===== src/rtl/kgnq_pkg.sv =====
// Shared types, constants and helpers for the k-mer neighbour query block.
// No dependencies; used by kgnq_canon and kmer_graph_neighbour_query.
`default_nettype none

package kgnq_pkg;

    // Value coding: two bits per letter, first letter most significant
    localparam int KMER_W       = 16;
    localparam int KMER_LETTERS = KMER_W / 2;
    localparam int LEN_W        = 4;

    // Longest k-mer supported; usable length is capped by the value width
    localparam int MAX_K = 8;
    localparam int K_CAP = (MAX_K < KMER_LETTERS) ? MAX_K : KMER_LETTERS;
    localparam int K_MIN = 2;

    // Presence bitmap: rows of ROW_W bits
    localparam int ROW_W      = 16;
    localparam int BIT_AW     = $clog2(ROW_W);
    localparam int ROW_AW     = KMER_W - BIT_AW;
    localparam int ROWS       = 1 << ROW_AW;

    localparam int MASK_W     = 8;
    localparam int STEP_W     = 3;

    // Configuration port
    localparam int CFG_IDX_W  = 2;
    localparam int CFG_DATA_W = LEN_W;

    typedef enum logic [CFG_IDX_W-1:0] {
        REG_KMER_LENGTH    = 2'd0,
        REG_ALPHABET_ORDER = 2'd1
    } reg_idx_t;

    typedef enum logic {
        ORDER_ACGT = 1'b0,
        ORDER_ACTG = 1'b1
    } order_t;

    typedef enum logic {
        OP_INSERT = 1'b0,
        OP_QUERY  = 1'b1
    } opcode_t;

    typedef enum logic [1:0] {
        ST_OK           = 2'd0,
        ST_NOT_CANON    = 2'd1,
        ST_BELOW_LAST   = 2'd2,
        ST_OUT_OF_RANGE = 2'd3
    } status_t;

    localparam logic [LEN_W-1:0] KMER_LEN_RESET = LEN_W'(8);

    // Mask bit of the forward extension by letter code a (A,C,G,T -> 7..4)
    function automatic logic [STEP_W-1:0] fwd_pos(input logic order, input logic [1:0] a);
        logic [STEP_W-1:0] pos;
        pos = STEP_W'(7) - {1'b0, a};
        if (order == ORDER_ACTG) begin
            if (a == 2'd2) begin
                pos = STEP_W'(4);
            end else if (a == 2'd3) begin
                pos = STEP_W'(5);
            end
        end
        return pos;
    endfunction

    // kmer_length saturated into the legal range
    function automatic logic [LEN_W-1:0] eff_len(input logic [LEN_W-1:0] len);
        logic [LEN_W-1:0] k;
        k = len;
        if (k > LEN_W'(K_CAP)) begin
            k = LEN_W'(K_CAP);
        end
        if (k < LEN_W'(K_MIN)) begin
            k = LEN_W'(K_MIN);
        end
        return k;
    endfunction

endpackage

`default_nettype wire


===== src/rtl/kgnq_canon.sv =====
// Canonicaliser: reverse complement over k letters and min with the input.
// Depends on kgnq_pkg.
`default_nettype none

module kgnq_canon (
    input  wire logic [kgnq_pkg::KMER_W-1:0] value,
    input  wire logic [kgnq_pkg::LEN_W-1:0]  kmer_len,
    input  wire logic                        order,
    output logic      [kgnq_pkg::KMER_W-1:0] canon_value,
    output logic                             not_canonical
);

    logic [kgnq_pkg::KMER_W-1:0] cmask;
    logic [kgnq_pkg::KMER_W-1:0] comp;
    logic [kgnq_pkg::KMER_W-1:0] rev;
    logic [kgnq_pkg::KMER_W-1:0] rc;
    logic [kgnq_pkg::LEN_W:0]    rsh;

    // A,C,G,T complements by NOT; A,C,T,G by XOR 2
    assign cmask = (order == kgnq_pkg::ORDER_ACTG) ? {kgnq_pkg::KMER_LETTERS{2'b10}}
                                                   : {kgnq_pkg::KMER_LETTERS{2'b11}};
    assign comp  = value ^ cmask;

    always_comb begin
        rev = '0;
        for (int i = 0; i < kgnq_pkg::KMER_LETTERS; i++) begin
            rev[2*(kgnq_pkg::KMER_LETTERS-1-i) +: 2] = comp[2*i +: 2];
        end
    end

    // letters above k land in the low positions and are shifted out
    assign rsh = {kgnq_pkg::LEN_W'(kgnq_pkg::KMER_LETTERS) - kmer_len, 1'b0};
    assign rc  = rev >> rsh;

    assign not_canonical = value > rc;
    assign canon_value   = not_canonical ? rc : value;

endmodule

`default_nettype wire


===== config.mk =====
export PLATFORM = sky130hd
export DESIGN_NAME = kgnq_canon
export DESIGN_NICKNAME = d
export VERILOG_FILES = /design/src/rtl/kgnq_pkg.sv /design/src/rtl/kgnq_canon.sv
export SDC_FILE = /design/constraint.sdc
export NUM_CORES = 1
export LEC_CHECK = 0
export ABC_AREA = 1
export BUFFER_PORTS_ARGS = -buffer_cell sky130_fd_sc_hd__buf_4
export CAP_MARGIN = 20
export CORE_MARGIN = 2
export CORE_UTILIZATION = 45
export DETAILED_ROUTE_END_ITERATION = 16
export PLACE_DENSITY_LB_ADDON = 0.08
export SETUP_SLACK_MARGIN = 0.4
export SLEW_MARGIN = 20
export SYNTH_ARGS = -nofsm -noshare
export SYNTH_HDL_FRONTEND = slang
export SYNTH_SLANG_ARGS = --single-unit

===== constraint.sdc =====
create_clock -name vclk -period 7.8
set_input_delay 1.56 -clock vclk [all_inputs]
set_output_delay 1.56 -clock vclk [all_outputs]
set_load 0.01 [all_outputs]

# After elaboration in Yosys (flattened, before gate mapping)
# Index checks and enable logic that the tools add are counted.
[totals] ff_bits=0 out_inout_bits=17 word_cells=6
[op_classes] add_sub_neg=1 order_cmp=1 shift=1 muxes=2 bitwise=1
[ops] operator="$gt 16x16->1" count=1
[ops] operator="$mux 16" count=1
[ops] operator="$shr 16x5->16" count=1
[ops] operator="$xor 16x16->16" count=1
[ops] operator="$mux 15" count=1
[ops] operator="$sub 4x4->4 const A" count=1

# Longest topological paths before layout
# Gate-level depths: netlist (run 1).
[logic_depth] ltp_word=5 mapped_depth=22 mapped_depth_nobuf=20

# Worst setup path before layout (run 1)
# OpenSTA, ideal clock, no wires.
[synth_timing] kind="in2out" start="input kmer_len[0] in the netlist's numbering" end="output canon_value[10] in the netlist's numbering" t_arrival_ns=3.835 path_slack_ns=2.405 stages=20 path_cell_list="inv_2 > buf_2 > ha_1 > xnor2_2 > inv_2 > nor2_4 > nand3_1 > nand2_1 > inv_1 > ha_1 > nand2_1 > nor2_1 > nand2_1 > nand2_1 > nand2_1 > nand2_2 > nand2_4 > buf_6 > nand2_1 > nand2_1"
[synth_between] elab_chain_cells=4
[synth_rtl] item="start: declaration" line="kgnq_canon.sv:7" rtl="input wire logic [kgnq_pkg::LEN_W-1:0] kmer_len,"
[synth_rtl] item="$sub 4x4->4 *" line="kgnq_canon.sv:32" rtl="assign rsh = {kgnq_pkg::LEN_W'(kgnq_pkg::KMER_LETTERS) - kmer_len, 1'b0};"
[synth_rtl] item="$shr 16x5->16 *" line="kgnq_canon.sv:33" rtl="assign rc = rev >> rsh;"
[synth_rtl] item="$gt 16x16->1" line="kgnq_canon.sv:35" rtl="assign not_canonical = value > rc;"
[synth_rtl] item="$mux 16 *" line="kgnq_canon.sv:36" rtl="assign canon_value = not_canonical ? rc : value;"
[synth_rtl] item="end: declaration" line="kgnq_canon.sv:9" rtl="output logic [kgnq_pkg::KMER_W-1:0] canon_value,"
# Mark *: on every way between the ends. The rest lies on a longest branch, timed or not.

# Worst setup path in the final report (run 1)
[layout_timing] start="input kmer_len[0] in the netlist's numbering" end="output canon_value[0] in the netlist's numbering"
# Same word-level chain as after synthesis.

==> results of run 1 <==
final cells by class:
class                           count  share of cell area (%)
Timing Repair Buffer               38                   17.23
Tap cell                           33                   2.494
Inverter                           41                   9.599
Multi-Input combinational cell    227                   70.67
kinds of logic after synthesis:
logic type	count (synthesis)	share of synthesized area [%]
simple gates	188	59.35
buf+inv	50	15.92
compound gates	21	8.273
fa+ha+maj	17	15.29
xor+xnor	1	1.169
per-layer routing:
metal / track usage, % / vias to the layer above
li1: - / 944
met3: 1.310 / 6
met2: 39.09 / 45
met1: 35.76 / 744
met4: 2.857 / 0
met5: 0 / -
critical path: stages:
cell and delay, ns:
buf_4 0.21, inv_2 0.17, ha_1 0.50, inv_2 0.30, o211ai_1 0.16, and2_0 0.17, nor2_1 0.14, inv_1 0.06
ha_1 0.29, nand4_1 0.15, nor3_4 0.17, nand3_2 0.32, nand2_4 0.31, nand2_1 0.10, nand2_1 0.08, buf_4 0.12
placed cells by master (no fill, tap or decap), drive strengths merged:
master and count:
a21o 1, nand2 107, nor2 24, ha 17, a21oi 10, inv 41
buf 38, o211ai 2, and2 1, o21ai 7, xnor2 1, o21a 1
nand3 53, nand4 1, nor3 2
path summary, 6_finish.rpt:
path / from / end / slack (ns) / cells after the start
min: value[10] / canon_value[10] / 3.42 / 4
max: kmer_len[0] / canon_value[0] / 1.42 / 16
through the flow:
step / hold slack [ns] / std cells
floorplan: 3.238 / 277
global placement: 3.418 / 339
detailed placement: 3.418 / 339
CTS: 3.421 / 339
global route: 3.434 / 339
finish: 3.422 / 339
power by group through the flow:
stage,Sequential (uW),Combinational (uW),Clock [uW]
2_1_floorplan,0,90.0,0
3_3_place_gp,0,133,0
3_5_place_dp,0,134,0
4_1_cts,0,135,0
5_1_grt,0,152,0
6_report,0,134,0
==> results.toml, run 1 <==
[detailed_routing]
drt-total-wl_um = 4013
drtIter0Drc = 98
vias = 1739
met3_length_um = 238
dr_wl_met2_um = 1852
dr.max_layer_used = "met4"
drc = 0
dr.pass1.iters = 4
wl_met1_um = 1883
wl_per_cell_um = 11.84
viasPerCell = 5.130
ant_nets = 0

[yosys]
netlist_instances = 277
synth_most_common_cell = "nand2_1"
yosysSeqAreaShare_pct = 0
yosysWarnings = 0
synth_cell_types = 25
synth.area.top_cells = "nand2_1 28%, nand3_1 19%, ha_1 15%"
synth_area_per_cell_um2 = 5.023
synth.top_cells.by_count = "103 x nand2_1, 52 x nand3_1, 36 x inv_1"
synth_area_leader_cell = "nand2_1"
mappedNetlistNets = 315
synth_area_mm2 = 0.001391
synth_top_area_share_pct = 27.79

[final_layout]
final_cell_area_mm2 = 0.001655
fillerInstances = 332
nClkBuffers = 0
layout.nets = 346
multiInputGateArea_mm2 = 0.001170
seqCellArea_um2 = 0
nFlopsAndLatches = 0
area_delta_synth_final_pct = 18.98
drive_above_1_share_pct = 16.99
post-route-util_pct = 55.13
antenna_cells = 0

[worst_setup_path]
crit_type = "primary input to output port"
critPathLaunchType = "primary input"
cp.arrival_ns = 4.82
end_kind = "output port"
path_max_fanout = 21
required_ns = 6.24

[job]
cap_violations = 0

[floorplanning]
rows = 20
die_y_um = 59.61
io_pins = 38
fp.dieW_um = 59.61
dieArea_mm2 = 0.003553
start_util_pct = 46.33
core_area_mm2 = 0.003003

[pwr]
leakage_uw = 0.0009586
total_power_uw = 134.5
sw_frac_of_total_pct = 59.74
internal_power_uw = 54.12
seqPwrFrac_pct = 0
p_per_area_mw_per_mm2 = 81.22
max-vdd-ir-drop_mv = 0.04048
power.share.clock_pct = 0
comb_power_share_pct = 100.0
p_sw_uw = 80.33

[sta]
rsz0062_at_grt = "false"
setup_violations = 0
worstMarginPinSlew_ns = 0.4135
fmax_mhz = 156.7
tns_ns = 0
final.min_clock_period_ns = 6.381
finalMaxSlewViolations = 0
hold_viol_final = 0
timing.max_slew.rel_slack_pct = 72.43
layout_setup_ws_ns = 1.419
fin_crit_sh_pct = 81.81

[grt]
grt_max_degree = 22
track_usage_pct = 24.04
overflow = 0
grt_pass1_wl_um = 6762
grt_pass1_vias = 1534
antenna_found_initial = 0

[clock_tree]
post_cts_resized = 0
postCtsSetupBuffers = 0
hold_buffers = 0

[status]
outcome = "finished clean"

[place]
portBuffers = 38
dp_hpwl_um = 3373
placed_cell_area_mm2 = 0.001655
pre_cts_ws_ns = 1.476
routabilityCongestion = 0.9654

[worst_hold_path]
hold_path_class = "primary input to output port"
No activity file was read; power rests on OpenSTA's default activity.
==> run 2: changes to the inputs <==
- clock period: 7.8 -> 5.6 ns (I/O delays scaled with it)
==> run 2 against run 1 <==
Non-clock buffer count is 9 higher; design area rose by 8.2%; critical path type unchanged; final cell count increased by 2.7%; utilization is 4.5 points higher.
==> results.toml, run 2 (synthesis gave the netlist of run 1 again) <==
[place]
portBuffers = 38
routabilityCongestion = 0.9907
dp_hpwl_um = 3380
placed_cell_area_mm2 = 0.001655

[final_layout]
final_cell_mix = "103 x nand2_1, 52 x nand3_1, 46 x buf_4"
final_common_cell = "nand2_1"
nFlopsAndLatches = 0
layout.nets = 355
fillerInstances = 322
antenna_cells = 0
area_delta_synth_final_pct = 28.78
drive_above_1_share_pct = 20.32
seqCellArea_um2 = 0
nClkBuffers = 0
final_cell_area_mm2 = 0.001792

[pwr]
p_per_area_mw_per_mm2 = 113.6
internal_power_uw = 85.00
leakage_uw = 0.001008
power.share.clock_pct = 0
max-vdd-ir-drop_mv = 0.06154
p_sw_uw = 118.5
comb_power_share_pct = 100.0
sw_frac_of_total_pct = 58.22
seqPwrFrac_pct = 0

[grt]
grt_use_met3_pct = 1.092
grt.busiest_layer = "met2"
grt_pass1_vias = 1533
grt_max_degree = 22
grt.met1_usage_pct = 37.11
antenna_found_initial = 0
track_usage_pct = 24.23
met2_usage_pct = 38.30
overflow = 0
grt_pass1_wl_um = 6906

[worst_hold_path]
hold_start = "value[7]"
hold_depth = 4
hold_end = "canon_value[7]"
hold_path_class = "primary input to output port"

[status]
outcome = "finished clean"

[floorplanning]
fp.dieW_um = 59.61
die_y_um = 59.61
io_pins = 38
core_area_mm2 = 0.003003
dieArea_mm2 = 0.003553
rows = 20
start_util_pct = 46.33

[sta]
final.min_clock_period_ns = 4.938
setup_violations = 0
fin_crit_sh_pct = 88.18
timing.max_slew.rel_slack_pct = 80.91
finalMaxSlewViolations = 0
hold_viol_final = 0
tns_ns = 0
worstMarginPinSlew_ns = 0.2853
rsz0062_at_grt = "false"
fmax_mhz = 202.5

[detailed_routing]
ant_nets = 0
viasPerCell = 5.290
drt-total-wl_um = 4276
drtIter0Drc = 103
dr.pass1.iters = 4
vias = 1841
wl_per_cell_um = 12.29
drc = 0

[worst_setup_path]
path_delay_family = "simple AND/OR/NAND/NOR gates"
required_ns = 4.48
end_kind = "output port"
path_max_fanout = 21
cp.arrival_ns = 3.82
critPathLaunchType = "primary input"
crit_type = "primary input to output port"
slowest_delay_ns = 0.32
crit_buf_inv = 6
crit_cells = 17
path_cells = "buf_4 > inv_4 > ha_4 > inv_4 > o211ai_1 > and2_0 > nor2_1 > inv_1 > ha_1 > nand4_1 > nor3_4 > nand2_1 > nand2_4 > buf_12 > nand3_1 > nand2_1 > buf_4"
crit_slowest_cell = "ha_4"

[job]
cap_violations = 0

[clock_tree]
hold_buffers = 0
[run 2: routing by layer]
metal / vias up / part of all wire, %
li1: 962 / -
met1: 815 / 45
met2: 60 / 47
met3: 4 / 7.2
met4: 0 / 0.63
met5: - / 0
[run 2: layout make-up]
class              instances  area, um^2  area share, %
repair buffers            47       365.4          20.39
well taps                 33       41.29          2.304
multi-input cells        227        1221          68.16
inverters                 41       163.9          9.148
[run 2: how the worst max path moves through the flow]
stage                           end  slack [ns]         from
floorplan           canon_value[10]        1.08  kmer_len[0]
global placement     canon_value[0]        0.21  kmer_len[0]
detailed placement   canon_value[0]        0.14  kmer_len[0]
CTS                  canon_value[0]        0.40  kmer_len[0]
global route         canon_value[8]        0.44  kmer_len[0]
finish               canon_value[8]        0.66  kmer_len[0]
[run 2: power groups by stage]
stage	clock, uW	combinational [uW]	sequential (uW)
after floorplan	0	125	0
after global placement	0	186	0
after detailed placement	0	186	0
after CTS	0	189	0
after global routing	0	228	0
final	0	203	0
[run 2: tightest hold or removal path, delay by kind of cell]
family                 cells  cell delay (ns)
buffers and inverters      2             0.21
and+or+nand+nor            2             0.10
[run 2: through the flow]
stage / util [%] / setup WS [ns] / hold slack (ns) / power [uW] / std cells
3_3_place_gp: 55.13 / 0.2143 / 2.538 / 185.8 / 339
5_1_grt: 59.67 / 0.4356 / 2.563 / 228.5 / 348
4_1_cts: 55.71 / 0.4005 / 2.542 / 189.0 / 339
6_report: 59.67 / 0.6620 / 2.543 / 203.5 / 348
2_1_floorplan: - / 1.085 / 2.358 / 125.4 / 277
3_5_place_dp: 55.13 / 0.1432 / 2.539 / 186.0 / 339
[run 2: repair_timing]
action | 4_1_cts | 5_1_grt
endpoints found under the setup margin | 17 | 17
buffers inserted | 0 | 9
pin swaps | 0 | 2
resized for setup | 4 | 7
gates cloned | 0 | 0
==> run 3: changes to the inputs <==
- REMOVE_ABC_BUFFERS: not set -> 1
==> run 3 against run 2 <==
Critical path depth stayed put; first-iteration DRC count is 16% lower; worst hold slack worse by 0.012 ns; total power is 3.6% lower; design area is 3.3% lower; setup slack better by 0.039 ns; via count is 2.9% lower; final cell count is 1.4% lower; combinational power is 3% lower; critical endpoint is now canon_value[5].
==> results.toml, run 3 (synthesis gave the netlist of run 1 again) <==
[floorplanning]
start_util_pct = 46.33
io_pins = 38
die_y_um = 59.61
fp.dieW_um = 59.61
rows = 20
dieArea_mm2 = 0.003553
core_area_mm2 = 0.003003

[worst_setup_path]
crit_slowest_cell = "ha_4"
crit_cells = 17
crit_type = "primary input to output port"
cp.arrival_ns = 3.78
path_delay_family = "simple AND/OR/NAND/NOR gates"
required_ns = 4.48
startpoint = "kmer_len[0]"
end_kind = "output port"
path_max_fanout = 21
path_cells = "buf_4 > inv_2 > ha_4 > buf_4 > nand3_1 > o21a_1 > nor2_1 > inv_1 > ha_1 > nand4_1 > nor3_4 > nand2_1 > nand2_4 > nand2_4 > nand2_1 > nand2_1 > buf_4"
crit_buf_inv = 5
slowest_delay_ns = 0.33
critPathLaunchType = "primary input"

[final_layout]
nFlopsAndLatches = 0
antenna_cells = 0
final_cell_mix = "103 x nand2_1, 52 x nand3_1, 42 x buf_4"
final_common_cell = "nand2_1"
nClkBuffers = 0
drive_above_1_share_pct = 19.03
seqCellArea_um2 = 0
layout.nets = 350
final_cell_area_mm2 = 0.001733
area_delta_synth_final_pct = 24.55

[detailed_routing]
drt-total-wl_um = 4068
drc = 0
drtIter0Drc = 87
ant_nets = 0
vias = 1788
viasPerCell = 5.213
dr.pass1.iters = 4
wl_per_cell_um = 11.86

[grt]
grt_pass1_vias = 1462
antenna_found_initial = 0
track_usage_pct = 23.37
overflow = 0
grt_max_degree = 22
grt_pass1_wl_um = 6603

[place]
routabilityCongestion = 0.8743
portBuffers = 38
placed_cell_area_mm2 = 0.001685
dp_hpwl_um = 3363

[sta]
final.min_clock_period_ns = 4.899
worstMarginPinSlew_ns = 0.2855
hold_viol_final = 0
rsz0062_at_grt = "false"
timing.max_slew.rel_slack_pct = 80.97
setup_violations = 0
tns_ns = 0
fmax_mhz = 204.1
fin_crit_sh_pct = 87.49
finalMaxSlewViolations = 0

[clock_tree]
postCtsSetupBuffers = 0

[pwr]
max-vdd-ir-drop_mv = 0.04441
p_per_area_mw_per_mm2 = 113.1
leakage_uw = 0.0009788

[job]
cap_violations = 0

[worst_hold_path]
hold_start = "value[0]"
hold_path_class = "primary input to output port"
hold_end = "canon_value[0]"
hold_depth = 4

[status]
outcome = "finished clean"
-- run 3: changes by cell type in the layout (fill, tap and decap cells not counted) --
cell      before  now
buf_12         1    0
buf_4         46   42
clkinv_4       0    1
inv_2          2    3
inv_4          2    0
nand2_4        1    2
nand2_8        1    0
-- run 3: worst min-delay path: stages --
cell     delay [ns]
buf_4          0.09
nand2_1        0.05
nand2_1        0.05
buf_4          0.11
-- run 3: cell type report --
type	instances	area (um^2)
Inverter	41	163.9
Multi-Input combinational cell	227	1212
Fill cell	346	1270
Tap cell	33	41.29
Timing Repair Buffer	42	315.3
-- run 3: through the flow --
step	util, %	setup WS (ns)	hold slack, ns	instances	total power (uW)
floorplan	-	0.9825	2.359	268	117.4
finish	57.71	0.7008	2.531	343	196.1
CTS	56.46	0.4653	2.534	343	190.4
global placement	56.13	0.3949	2.531	343	189.6
detailed placement	56.13	0.3926	2.534	343	188.7
global route	57.71	0.4689	2.558	343	222.5
-- run 3: metal layers --
metal,vias to the layer above,global-route usage [%],share of wire [%]
met5,-,0,0
met4,0,0,0
met3,0,0,3.2
met2,37,40.66,49
met1,797,34.46,48
li1,954,-,-
-- run 3: worst max path at each step --
| stage | endpoint |
|---|---|
| final | canon_value[5] |
| after CTS | canon_value[3] |
| after floorplan | canon_value[0] |
| after global routing | canon_value[10] |
| after global placement | canon_value[5] |
| after detailed placement | canon_value[3] |
-- run 3: timing repair --
item / CTS / global route
gates resized for setup: 2 / 7
pin swaps: 0 / 0
hold buffers: 0 / 0
hold endpoints to repair: 0 / 0
endpoints found under the setup margin: 14 / 17
-- run 3: where the power goes --
part           switching (uW)  internal [uW]  leakage [uW]
logic                     115           81.4      0.000979
clock network               0              0             0
registers                   0              0             0
